### src/hdl/ymodem_packet_deframer_assert.svh
// assertion macros for the ymodem packet deframer
`ifndef YMODEM_PACKET_DEFRAMER_ASSERT_SVH
`define YMODEM_PACKET_DEFRAMER_ASSERT_SVH

// same-cycle implication
`define YMDF_ASSERT_NOW(lbl, clk, rst, ante, cons) \
   lbl: assert property (@(posedge clk) disable iff (rst) (ante) |-> (cons)) \
      else $error("ymdf assertion failed");

// next-cycle implication
`define YMDF_ASSERT_NEXT(lbl, clk, rst, ante, cons) \
   lbl: assert property (@(posedge clk) disable iff (rst) (ante) |=> (cons)) \
      else $error("ymdf assertion failed");

`endif

### src/hdl/ymdf_pkg.sv
// shared types, codes and crc function for the ymodem packet deframer
package ymdf_pkg;

   localparam int unsigned COUNT_W = 11;
   localparam logic [COUNT_W-1:0] SMALL_PAYLOAD = 11'd128;
   localparam logic [COUNT_W-1:0] LARGE_PAYLOAD = 11'd1024;

   localparam logic [15:0] CRC_POLY = 16'h1021;

   localparam logic [7:0] SOH_CODE     = 8'h01;
   localparam logic [7:0] STX_CODE     = 8'h02;
   localparam logic [7:0] EOT_CODE     = 8'h04;
   localparam logic [7:0] CAN_CODE     = 8'h18;
   localparam logic [7:0] ABORT_UPPER  = 8'h41;
   localparam logic [7:0] ABORT_LOWER  = 8'h61;

   localparam logic [2:0] V_OK128  = 3'd0;
   localparam logic [2:0] V_OK1024 = 3'd1;
   localparam logic [2:0] V_EOT    = 3'd2;
   localparam logic [2:0] V_CANCEL = 3'd3;
   localparam logic [2:0] V_ABORT  = 3'd4;
   localparam logic [2:0] V_ERROR  = 3'd5;

   localparam logic KIND_PAYLOAD = 1'b0;
   localparam logic KIND_VERDICT = 1'b1;
   localparam logic TYPE_TIMEOUT = 1'b1;

   typedef enum logic [2:0] {
      PH_IDLE = 3'd0,
      PH_CA   = 3'd1,
      PH_SEQ  = 3'd2,
      PH_COMP = 3'd3,
      PH_DATA = 3'd4,
      PH_CRCH = 3'd5,
      PH_CRCL = 3'd6
   } phase_type;

   typedef struct packed {
      logic clear;
      logic update;
   } crc_ctl_type;

   typedef struct packed {
      logic       valid;
      logic       kind;
      logic [7:0] payload_byte;
      logic [2:0] verdict;
      logic [7:0] sequence_number;
      logic       last;
   } result_type;

   function automatic logic [15:0] crc_step(input logic [15:0] crc, input logic [7:0] b);
      logic [15:0] c;
      c = crc ^ {b, 8'h00};
      for (int k = 0; k < 8; k++) begin
         if (c[15]) begin
            c = {c[14:0], 1'b0} ^ CRC_POLY;
         end else begin
            c = {c[14:0], 1'b0};
         end
      end
      return c;
   endfunction

endpackage

### src/hdl/ymodem_packet_deframer.sv
// ymodem packet deframer top level: input register, state machine, result register
// an accepted word waits in the input register until the result register can take its result
// throughput: one word per cycle unless rsp_tready stalls the result register
// reset: synchronous active-high reset returns to idle with crc, counters cleared
module ymodem_packet_deframer
   import ymdf_pkg::*;
(
   input  logic        clock,
   input  logic        reset,
   input  logic        req_tvalid,
   output logic        req_tready,
   input  logic [7:0]  req_tdata,   // [7:0] rx_byte
   input  logic        req_tuser,   // [0] req_type
   output logic        rsp_tvalid,
   input  logic        rsp_tready,
   output logic [23:0] rsp_tdata,   // [7:0] payload_byte, [10:8] verdict, [18:11] sequence_number
   output logic        rsp_tuser,   // [0] kind
   output logic        rsp_tlast    // last
);

   logic        in_valid_ff, in_valid_in;
   logic        in_type_ff;
   logic [7:0]  in_byte_ff;
   logic        fire;
   logic        load;
   logic        out_valid_ff, out_valid_in;
   result_type  out_ff;
   result_type  result;
   crc_ctl_type crc_ctl;
   logic [15:0] crc;

   assign fire       = in_valid_ff && (!out_valid_ff || rsp_tready);
   assign req_tready = !in_valid_ff || fire;
   assign load       = fire && result.valid;

   assign in_valid_in  = (req_tvalid && req_tready) ? 1'b1 : (fire ? 1'b0 : in_valid_ff);
   assign out_valid_in = load ? 1'b1 : ((out_valid_ff && rsp_tready) ? 1'b0 : out_valid_ff);

   ymdf_crc16 u_crc (
      .clock (clock),
      .reset (reset),
      .ctl   (crc_ctl),
      .data  (in_byte_ff),
      .crc   (crc)
   );

   ymdf_ctrl u_ctrl (
      .clock   (clock),
      .reset   (reset),
      .fire    (fire),
      .in_type (in_type_ff),
      .in_byte (in_byte_ff),
      .crc     (crc),
      .crc_ctl (crc_ctl),
      .result  (result)
   );

   always_ff @(posedge clock) begin
      if (reset) begin
         in_valid_ff  <= 1'b0;
         out_valid_ff <= 1'b0;
      end else begin
         in_valid_ff  <= in_valid_in;
         out_valid_ff <= out_valid_in;
      end
   end

   always_ff @(posedge clock) begin
      if (req_tvalid && req_tready) begin
         in_type_ff <= req_tuser;
         in_byte_ff <= req_tdata;
      end
      if (load) begin
         out_ff <= result;
      end
   end

   assign rsp_tvalid = out_valid_ff;
   assign rsp_tuser  = out_ff.kind;
   assign rsp_tlast  = out_ff.last;
   assign rsp_tdata  = {5'b0, out_ff.sequence_number, out_ff.verdict, out_ff.payload_byte};

`include "ymodem_packet_deframer_assert.svh"

   `YMDF_ASSERT_NOW(a_verdict_range, clock, reset, rsp_tvalid, rsp_tdata[10:8] <= V_ERROR)
   `YMDF_ASSERT_NOW(a_last_on_verdict, clock, reset, rsp_tvalid, rsp_tlast == rsp_tuser)
   `YMDF_ASSERT_NEXT(a_load_shows, clock, reset, load, out_valid_ff)
   `YMDF_ASSERT_NEXT(a_input_held, clock, reset, in_valid_ff && !fire, in_valid_ff)

endmodule

### src/hdl/ymdf_crc16.sv
// running crc-16/xmodem register over payload bytes
module ymdf_crc16
   import ymdf_pkg::*;
(
   input  logic        clock,
   input  logic        reset,
   input  crc_ctl_type ctl,
   input  logic [7:0]  data,
   output logic [15:0] crc
);

   logic [15:0] crc_ff;
   logic [15:0] crc_in;

   always_comb begin
      priority if (ctl.clear) begin
         crc_in = '0;
      end else if (ctl.update) begin
         crc_in = crc_step(crc_ff, data);
      end else begin
         crc_in = crc_ff;
      end
   end

   always_ff @(posedge clock) begin
      if (reset) begin
         crc_ff <= '0;
      end else begin
         crc_ff <= crc_in;
      end
   end

   assign crc = crc_ff;

endmodule

### src/hdl/ymdf_ctrl.sv
// packet state machine, header check and verdict logic
module ymdf_ctrl
   import ymdf_pkg::*;
(
   input  logic        clock,
   input  logic        reset,
   input  logic        fire,
   input  logic        in_type,
   input  logic [7:0]  in_byte,
   input  logic [15:0] crc,
   output crc_ctl_type crc_ctl,
   output result_type  result
);

   phase_type           phase_ff, phase_in;
   logic [COUNT_W-1:0]  count_ff, count_in;
   logic [7:0]          seq_ff, seq_in;
   logic                big_ff, big_in;
   logic [7:0]          crch_ff, crch_in;
   logic                hbad_ff, hbad_in;
   logic [COUNT_W-1:0]  count_inc;
   logic [COUNT_W-1:0]  size;
   logic                in_packet;

   assign count_inc = count_ff + 1'b1;
   assign size      = big_ff ? LARGE_PAYLOAD : SMALL_PAYLOAD;
   assign in_packet = (phase_ff == PH_SEQ) || (phase_ff == PH_COMP) ||
                      (phase_ff == PH_DATA) || (phase_ff == PH_CRCH) ||
                      (phase_ff == PH_CRCL);

   // next state
   always_comb begin
      phase_in = phase_ff;
      count_in = count_ff;
      seq_in   = seq_ff;
      big_in   = big_ff;
      crch_in  = crch_ff;
      hbad_in  = hbad_ff;
      crc_ctl  = '0;
      if (fire) begin
         if (in_type == TYPE_TIMEOUT) begin
            phase_in = PH_IDLE;
         end else begin
            unique case (phase_ff)
               PH_CA: begin
                  phase_in = PH_IDLE;
               end
               PH_SEQ: begin
                  seq_in   = in_byte;
                  phase_in = PH_COMP;
               end
               PH_COMP: begin
                  hbad_in     = ((seq_ff ^ in_byte) != 8'hff);
                  count_in    = '0;
                  crc_ctl.clear = 1'b1;
                  phase_in    = PH_DATA;
               end
               PH_DATA: begin
                  crc_ctl.update = 1'b1;
                  count_in = count_inc;
                  if (count_inc >= size) begin
                     phase_in = PH_CRCH;
                  end
               end
               PH_CRCH: begin
                  crch_in  = in_byte;
                  phase_in = PH_CRCL;
               end
               PH_CRCL: begin
                  phase_in = PH_IDLE;
               end
               default: begin
                  phase_in = PH_IDLE;
                  unique case (in_byte)
                     SOH_CODE, STX_CODE: begin
                        big_in        = (in_byte == STX_CODE);
                        seq_in        = '0;
                        hbad_in       = 1'b0;
                        count_in      = '0;
                        crc_ctl.clear = 1'b1;
                        phase_in      = PH_SEQ;
                     end
                     CAN_CODE: begin
                        phase_in = PH_CA;
                     end
                     default: begin
                        phase_in = PH_IDLE;
                     end
                  endcase
               end
            endcase
         end
      end
   end

   // result for the current word
   always_comb begin
      result = '0;
      if (in_type == TYPE_TIMEOUT) begin
         result.valid           = 1'b1;
         result.kind            = KIND_VERDICT;
         result.verdict         = V_ERROR;
         result.sequence_number = in_packet ? seq_ff : 8'h00;
         result.last            = 1'b1;
      end else begin
         unique case (phase_ff)
            PH_CA: begin
               result.valid   = 1'b1;
               result.kind    = KIND_VERDICT;
               result.verdict = (in_byte == CAN_CODE) ? V_CANCEL : V_ERROR;
               result.last    = 1'b1;
            end
            PH_SEQ, PH_COMP, PH_CRCH: begin
               result.valid = 1'b0;
            end
            PH_DATA: begin
               result.valid        = 1'b1;
               result.kind         = KIND_PAYLOAD;
               result.payload_byte = in_byte;
            end
            PH_CRCL: begin
               result.valid           = 1'b1;
               result.kind            = KIND_VERDICT;
               result.sequence_number = seq_ff;
               result.last            = 1'b1;
               if (hbad_ff || ({crch_ff, in_byte} != crc)) begin
                  result.verdict = V_ERROR;
               end else begin
                  result.verdict = big_ff ? V_OK1024 : V_OK128;
               end
            end
            default: begin
               unique case (in_byte)
                  SOH_CODE, STX_CODE, CAN_CODE: begin
                     result.valid = 1'b0;
                  end
                  EOT_CODE: begin
                     result.valid   = 1'b1;
                     result.kind    = KIND_VERDICT;
                     result.verdict = V_EOT;
                     result.last    = 1'b1;
                  end
                  ABORT_UPPER, ABORT_LOWER: begin
                     result.valid   = 1'b1;
                     result.kind    = KIND_VERDICT;
                     result.verdict = V_ABORT;
                     result.last    = 1'b1;
                  end
                  default: begin
                     result.valid   = 1'b1;
                     result.kind    = KIND_VERDICT;
                     result.verdict = V_ERROR;
                     result.last    = 1'b1;
                  end
               endcase
            end
         endcase
      end
   end

   always_ff @(posedge clock) begin
      if (reset) begin
         phase_ff <= PH_IDLE;
         count_ff <= '0;
         seq_ff   <= '0;
         big_ff   <= 1'b0;
         crch_ff  <= '0;
         hbad_ff  <= 1'b0;
      end else begin
         phase_ff <= phase_in;
         count_ff <= count_in;
         seq_ff   <= seq_in;
         big_ff   <= big_in;
         crch_ff  <= crch_in;
         hbad_ff  <= hbad_in;
      end
   end

endmodule
### config.mk
export PLATFORM = sky130hd
export DESIGN_NAME = ymodem_packet_deframer
export DESIGN_NICKNAME = d
export VERILOG_FILES = /design/src/hdl/ymdf_pkg.sv /design/src/hdl/ymodem_packet_deframer.sv /design/src/hdl/ymdf_crc16.sv /design/src/hdl/ymdf_ctrl.sv
export VERILOG_INCLUDE_DIRS = /design/src /design/src/hdl
export SDC_FILE = /design/constraint.sdc
export NUM_CORES = 1
export LEC_CHECK = 0
export BUFFER_PORTS_ARGS = -buffer_cell sky130_fd_sc_hd__buf_2
export CORE_MARGIN = 2
export CORE_UTILIZATION = 30
export DETAILED_ROUTE_END_ITERATION = 10
export PLACE_DENSITY = 0.6
export SYNTH_ARGS = -nofsm -noshare
export SYNTH_HDL_FRONTEND = slang
export SYNTH_SLANG_ARGS = --single-unit
export TNS_END_PERCENT = 50
### constraint.sdc
create_clock -name clock -period 2.6 [get_ports clock]
set_input_delay 0.39 -clock clock [delete_from_list [all_inputs] [get_ports clock]]
set_output_delay 0.39 -clock clock [all_outputs]
set_load 0.005 [all_outputs]
* Word-level counts from Yosys, hierarchy flattened
Index checks and enable logic that the tools add are counted.
** Storage, ports and cells
- Flip-flop bits (word level) :: 79
- Output and inout bits :: 28
** Cells by class
- $add $sub $neg :: 1
- Order comparisons :: 1
- Equal/unequal tests :: 15
- Muxes and demuxes :: 54
- Bitwise gates (word level) :: 16
- Reduce and logical (&&, ||, !) cells :: 37
** Operators by type and width (count)
- two-way mux 16 bit :: 14
- two-way mux 13 bit :: 8
- case mux 11 bit (3 select lines) :: 1
- two-way mux 8 bit :: 3
- NOT 3 bit :: 8
- two-way mux 11 bit :: 2
- case mux 3 bit (3 select lines) :: 2
- == test 8 x 7 -> 1 bit, second input constant :: 2
- != test 16 bit :: 1
- case mux 8 bit (2 select lines) :: 1
- AND reduction 4 bit :: 4
- XOR 16 bit :: 1
- case mux 3 bit (5 select lines) :: 1
- two-way mux 3 bit :: 4
- adder 11 x 1 -> 11 bit, second input constant :: 1
- >= comparator 11 bit :: 1
- OR reduction 2 bit :: 5
- OR reduction 5 bit :: 2
- == test 3 bit, second input constant :: 3
- two-way mux 1 bit :: 9
- two-way mux 9 bit :: 1
- OR reduction 3 bit :: 3
- == test 8 x 1 -> 1 bit, second input constant :: 1
- == test 8 x 2 -> 1 bit, second input constant :: 1
- 20 further kinds :: 45

* Depth between registers and ports, before layout
- Depth in word-level cells :: 34
- Mapped depth :: 12
- Gate-level depth less buffers :: 12

* Cells and area by module
From an unflattened synthesis, not the netlist that was laid out.
** Second synthesis, totals
- Cell total of the unflattened synthesis :: 411
- Area total of the unflattened synthesis :: 4315.4 sq um
** Modules (own cells, without submodules)
- ymdf_ctrl :: times used 1, cells each 284, area an instance 2313.5 sq um, seq. area each 640.6 sq um
- ymodem_packet_deframer :: times used 1, cells each 47, area an instance 1044.8 sq um, seq. area each 940.9 sq um
- ymdf_crc16 :: times used 1, cells each 80, area an instance 957.2 sq um, seq. area each 320.3 sq um

* Least setup slack after synthesis
OpenSTA, ideal clock, no wires.
- Kind :: register -> register
- Start :: reg in_byte_ff[2]
- End :: reg out_ff, in the netlist rsp_tdata[0] (enable)
- Library setup time :: 0.397 ns
- Data arrival time :: 2.146 ns
- Slack :: 0.057 ns
- Stages on the path, launching flop included :: 8
- Buffers on the path :: 1
- Clock period less this slack :: 2.543 ns
- Path through :: edfxtp_1 > buf_1 > nor4_1 > nand4_1 > nand3_1 > a21oi_1 > nor3_1 > nor2_1
** Between the ends
- Longest elaborated chain between the ends :: 6
- Elaborated cells between the ends (all ways) :: 8
- Those cells by class :: eq/ne (3); mux (3); reduce/logical (2)
** RTL lines
- from (decl) :: line ymodem_packet_deframer.sv:23 : logic [7:0] in_byte_ff;
- from (signal assigned) :: line ymodem_packet_deframer.sv:71 : in_byte_ff <= req_tdata;
- == test 8 x 1 -> 1 bit (tied with other cells) :: line ymdf_ctrl.sv:133 : unique case (in_byte)
- OR reduction 3 bit * :: line ymdf_ctrl.sv:133
- two-way mux 1 bit * :: line ymdf_ctrl.sv:133
- case mux 1 bit (2 select lines) * :: line ymdf_ctrl.sv:106 : unique case (phase_ff)
- two-way mux 2 bit * :: line ymdf_ctrl.sv:99 : if (in_type == TYPE_TIMEOUT) begin
- logical AND 1 bit * :: line ymodem_packet_deframer.sv:34 : assign load = fire && result.valid;
- named net load :: line ymodem_packet_deframer.sv:25 : logic load;
- to (signal assigned) :: line ymodem_packet_deframer.sv:74 : out_ff <= result;
- to (decl) :: line ymodem_packet_deframer.sv:27 : result_type out_ff;
Mark *: on every way through the listed nets, which the timed path passes. The rest lies on a longest branch.
A chain may end at the register's enable or synchronous reset.

* Worst setup path in the final report
- Start :: reg u_ctrl.count_ff[1]
- End :: reg u_ctrl.phase_ff[0]
** Between the ends
- Longest elaborated chain between the ends :: 4
** RTL lines
- from (decl) :: line ymdf_ctrl.sv:16 : logic [COUNT_W-1:0] count_ff, count_in;
- from (signal assigned) :: line ymdf_ctrl.sv:171 : count_ff <= count_in;
- adder 11 x 1 -> 11 bit :: line ymdf_ctrl.sv:25 : assign count_inc = count_ff + 1'b1;
- >= comparator 11 bit :: line ymdf_ctrl.sv:61 : if (count_inc >= size) begin
- != test 3 bit (no line)
- AND reduction 2 bit (no line)
- to (signal assigned) :: line ymdf_ctrl.sv:170 : phase_ff <= phase_in;
- to (decl) :: line ymdf_ctrl.sv:15 : phase_type phase_ff, phase_in;
Every way passes these cells.

==> results_dict.tcl <==
set metrics [dict create \
    status "finished clean" \
    die_area_sq_mm 0.0146 \
    final_core_util_pct 36.8 \
    fill_cells 1317 \
    worstMarginPinSlew_ps 701 \
    syn_area_sq_mm 0.00411 \
    start_util_pct 30.9 \
    cts.htree.levels 3 \
    wl_per_cell_um 14.0 \
    cap_violations 0 \
    track_usage_pct 13.5 \
    grt_start_max_net_pins 30 \
    numPortBuffers 35 \
    hp-class "input port to register" \
    crit_path_start_kind "register" \
    clockBufferDepth 2 \
    cp.arrival_ps 2610 \
    grt_pass1_wl_um 15800 \
    clock_latency_ps 340 \
    fin_worst_skew_ps 7.87 \
    worstSetupEndpointType "register" \
    synth_top_family_by_area "simple AND/OR/NAND/NOR gates" \
    gr-total-overflow 0 \
    die_y_um 121 \
    syn_inst 452 \
    relSlewSlack_pct 53.1 \
    powerDensity_mw_per_mm2 561 \
    drive_above_1_share_pct 18.3 \
    place_congestion 0.847 \
    worstPathRequired_ps 2820 \
    cts_sinks 79 \
    fp-row-count 42 \
    core-area_sq_mm 0.0133 \
    die_x_um 121 \
    fin_crit_ps 2390 \
    async_flop_share_pct 0 \
    synth-simple-area-share_pct 22.1 \
    cts-root-buf "clkbuf_16" \
    totalWireLength_um 9550 \
    crit_fanout 5 \
    synthMuxAreaShare_pct 2.47 \
    avgViaCountPerCell 4.93 \
    synth_xor_area_share_pct 11.5 \
    synth_fa_ha_area_share_pct 1.22 \
    ys_warn_count 0 \
    synthToLayoutAreaGrowth_pct 19.2 \
    setup_viol 0 \
    nNetsFinal 516 \
    synth_edf_count 29 \
    drtAntennaViolNets 0 \
    min_period_over_period_pct 91.9 \
    synth-compound-area-share_pct 11.8 \
    synth.avg_cell_area_sq_um 9.09 \
    drc 0 \
    ys_ff_latch 79 \
    hold_slack_ps 224 \
    criticalPathCategory "register to register" \
    first_global_vias 3187 \
    synth_cell_type_count 53 \
    clkSlewWorstSetupHoldPaths_ps 60 \
    hold_viol_final 0 \
    n_antenna_cell 0 \
    drtIter0Drc 248 \
    yosysSeqAreaShare_pct 45.6 \
    vias 3352 \
    cts_tree "done" \
    drv_slew 0 \
    leakagePower_nw 1.88 \
    dpl.hpwl_um 6890 \
    synthFlopType "dfxtp_1" \
    max_freq_mhz 419 \
    drt_first_pass_iters 4 \
    cts_buffers 9 \
    ir_worst_vdd_uv 418 \
    io_pins 41 \
    antenna_found_initial 0 \
]
-- state kept, by name, summed over array words and instances, names as in the netlist --
name / count
u_crc.crc: 16
rsp_tvalid: 1
u_ctrl.hbad_ff: 1
u_ctrl.big_ff: 1
in_type_ff: 1
rsp_tdata: 19
in_valid_ff: 1
u_ctrl.phase_ff: 3
u_ctrl.seq_ff: 8
in_byte_ff: 8
u_ctrl.crch_ff: 8
u_ctrl.count_ff: 11
rsp_tlast: 1
-- per-stage QoR --
stage	power, mW	cells	setup WS [ps]	TNS (ps)	instance area, sq um
after floorplan	1.45	456	57.2	0	4120
after global placement	1.50	659	99.9	0	4550
after detailed placement	1.51	659	14.8	0	4550
after CTS	2.76	675	32.3	0	4850
after global routing	2.84	680	-13.6	-13.6	4900
final	2.75	680	212	0	4900
-- per-layer routing --
| metal | wire length (um) | vias up | global-route usage [%] |
|---|---|---|---|
| met4 | 232 | 0 | 5.38 |
| met1 | 4220 | 1552 | 17.2 |
| met5 | 0 | - | 0 |
| met3 | 516 | 15 | 2.63 |
| li1 | - | 1674 | - |
| met2 | 4580 | 111 | 22.4 |
-- cells in the mapped netlist, drive strengths merged, types with 7 or more instances --
library cell / count / share of area [%]
dfxtp: 50 / 24
a211oi: 7 / 1.3
xnor2: 21 / 4.5
edfxtp: 29 / 21
a21oi: 30 / 3.7
buf: 19 / 2.8
xor2: 33 / 7.0
and3: 13 / 2.0
mux2i: 9 / 2.2
nor3: 8 / 0.97
inv: 10 / 0.91
o21ai: 12 / 1.5
nand3: 11 / 1.3
clkbuf: 17 / 1.6
nand2: 28 / 2.6
and2: 13 / 2.0
nand4: 20 / 3.2
nor2: 71 / 6.5
-- cell usage in the layout, fill, tap and decap left out, types with 2 or more instances in the layout --
master      netlist  routed
dfxtp_1          50      49
xnor2_1          21      21
mux2i_1           9       9
nor4_4            2       2
nand2_1          28      28
conb_1            1       5
nand2b_1          3       3
o21ai_1           2       2
or4_1             2       2
and3_1           12      12
a211oi_1          7       7
nor4_1            3       3
o22ai_1           3       3
clkinvlp_4        0       2
ha_1              4       4
inv_1             9       9
nor2b_1           2       2
o21ai_0          10      10
a22oi_1           6       6
clkbuf_16         0       9
edfxtp_1         29      29
nand4_1          19      19
or3_1             2       2
xor2_1           33      33
a31oi_1           3       3
nand3_1          11      11
and2_1           13      13
nor3_1            8       8
o21a_1            2       2
buf_2            11      35
a21oi_1          30      30
nor2_1           71      70
a311oi_1          3       3
buf_4             6      33
-- logic make-up (layout without fill, tap and decap cells) --
family,Yosys count,in the layout
buf+inv,46,94
flops,79,79
mux,10,10
xor+xnor,54,54
fa+ha+maj,4,4
compound gates,77,77
simple gates,181,181
other cells,1,5
-- layout make-up --
class,instances,area (sq um),share of cell area (%)
Inverter,10,37.5,0.767
Sequential cell,79,1870,38.3
Clock buffer,10,229,4.68
Clock inverter,6,70.1,1.43
Timing Repair Buffer,68,423,8.64
Multi-Input combinational cell,331,2040,41.7
Tap cell,176,220,4.50
-- report_power, final --
group / internal [mW] / total (mW) / switching, mW
sequential: 1.30 / 1.33 / 0.0245
clock: 0.752 / 1.26 / 0.513
combinational: 0.0637 / 0.155 / 0.0913
-- what timing repair did --
item,4_1_cts,5_1_grt
hold buffers,0,0
setup buffers,0,5
endpoints found under the setup margin,1,21
pin swaps,0,4
gates resized for setup,1,3
-- worst paths after layout --
check / slack [ps] / startpoint / endpoint / cells after the start
worst max-delay path: 210 / u_ctrl.count_ff[1]$_SDFFE_PP0P_ / u_ctrl.phase_ff[0]$_SDFFE_PP0P_ / 12
worst min-delay path: 220 / req_tdata[7] / in_byte_ff[7]$_DFFE_PP_ / 1
worst max register to register: 210 / u_ctrl.count_ff[1]$_SDFFE_PP0P_ / u_ctrl.phase_ff[0]$_SDFFE_PP0P_ / 12
worst min register to register: 460 / u_ctrl.hbad_ff$_SDFFE_PP0P_ / u_ctrl.hbad_ff$_SDFFE_PP0P_ / 2
-- worst max-delay path, stage by stage, from the launching register on --
cell	delay [ps]
dfxtp_2	360
ha_1	170
nand4_1	120
nor2_2	110
nand2_1	70
xnor2_1	150
ha_1	330
nand4_1	110
nor2_1	120
mux2i_1	90
a2111oi_2	220
o21bai_1	110
mux2_1	310
Power figures use the tool's default switching activity.
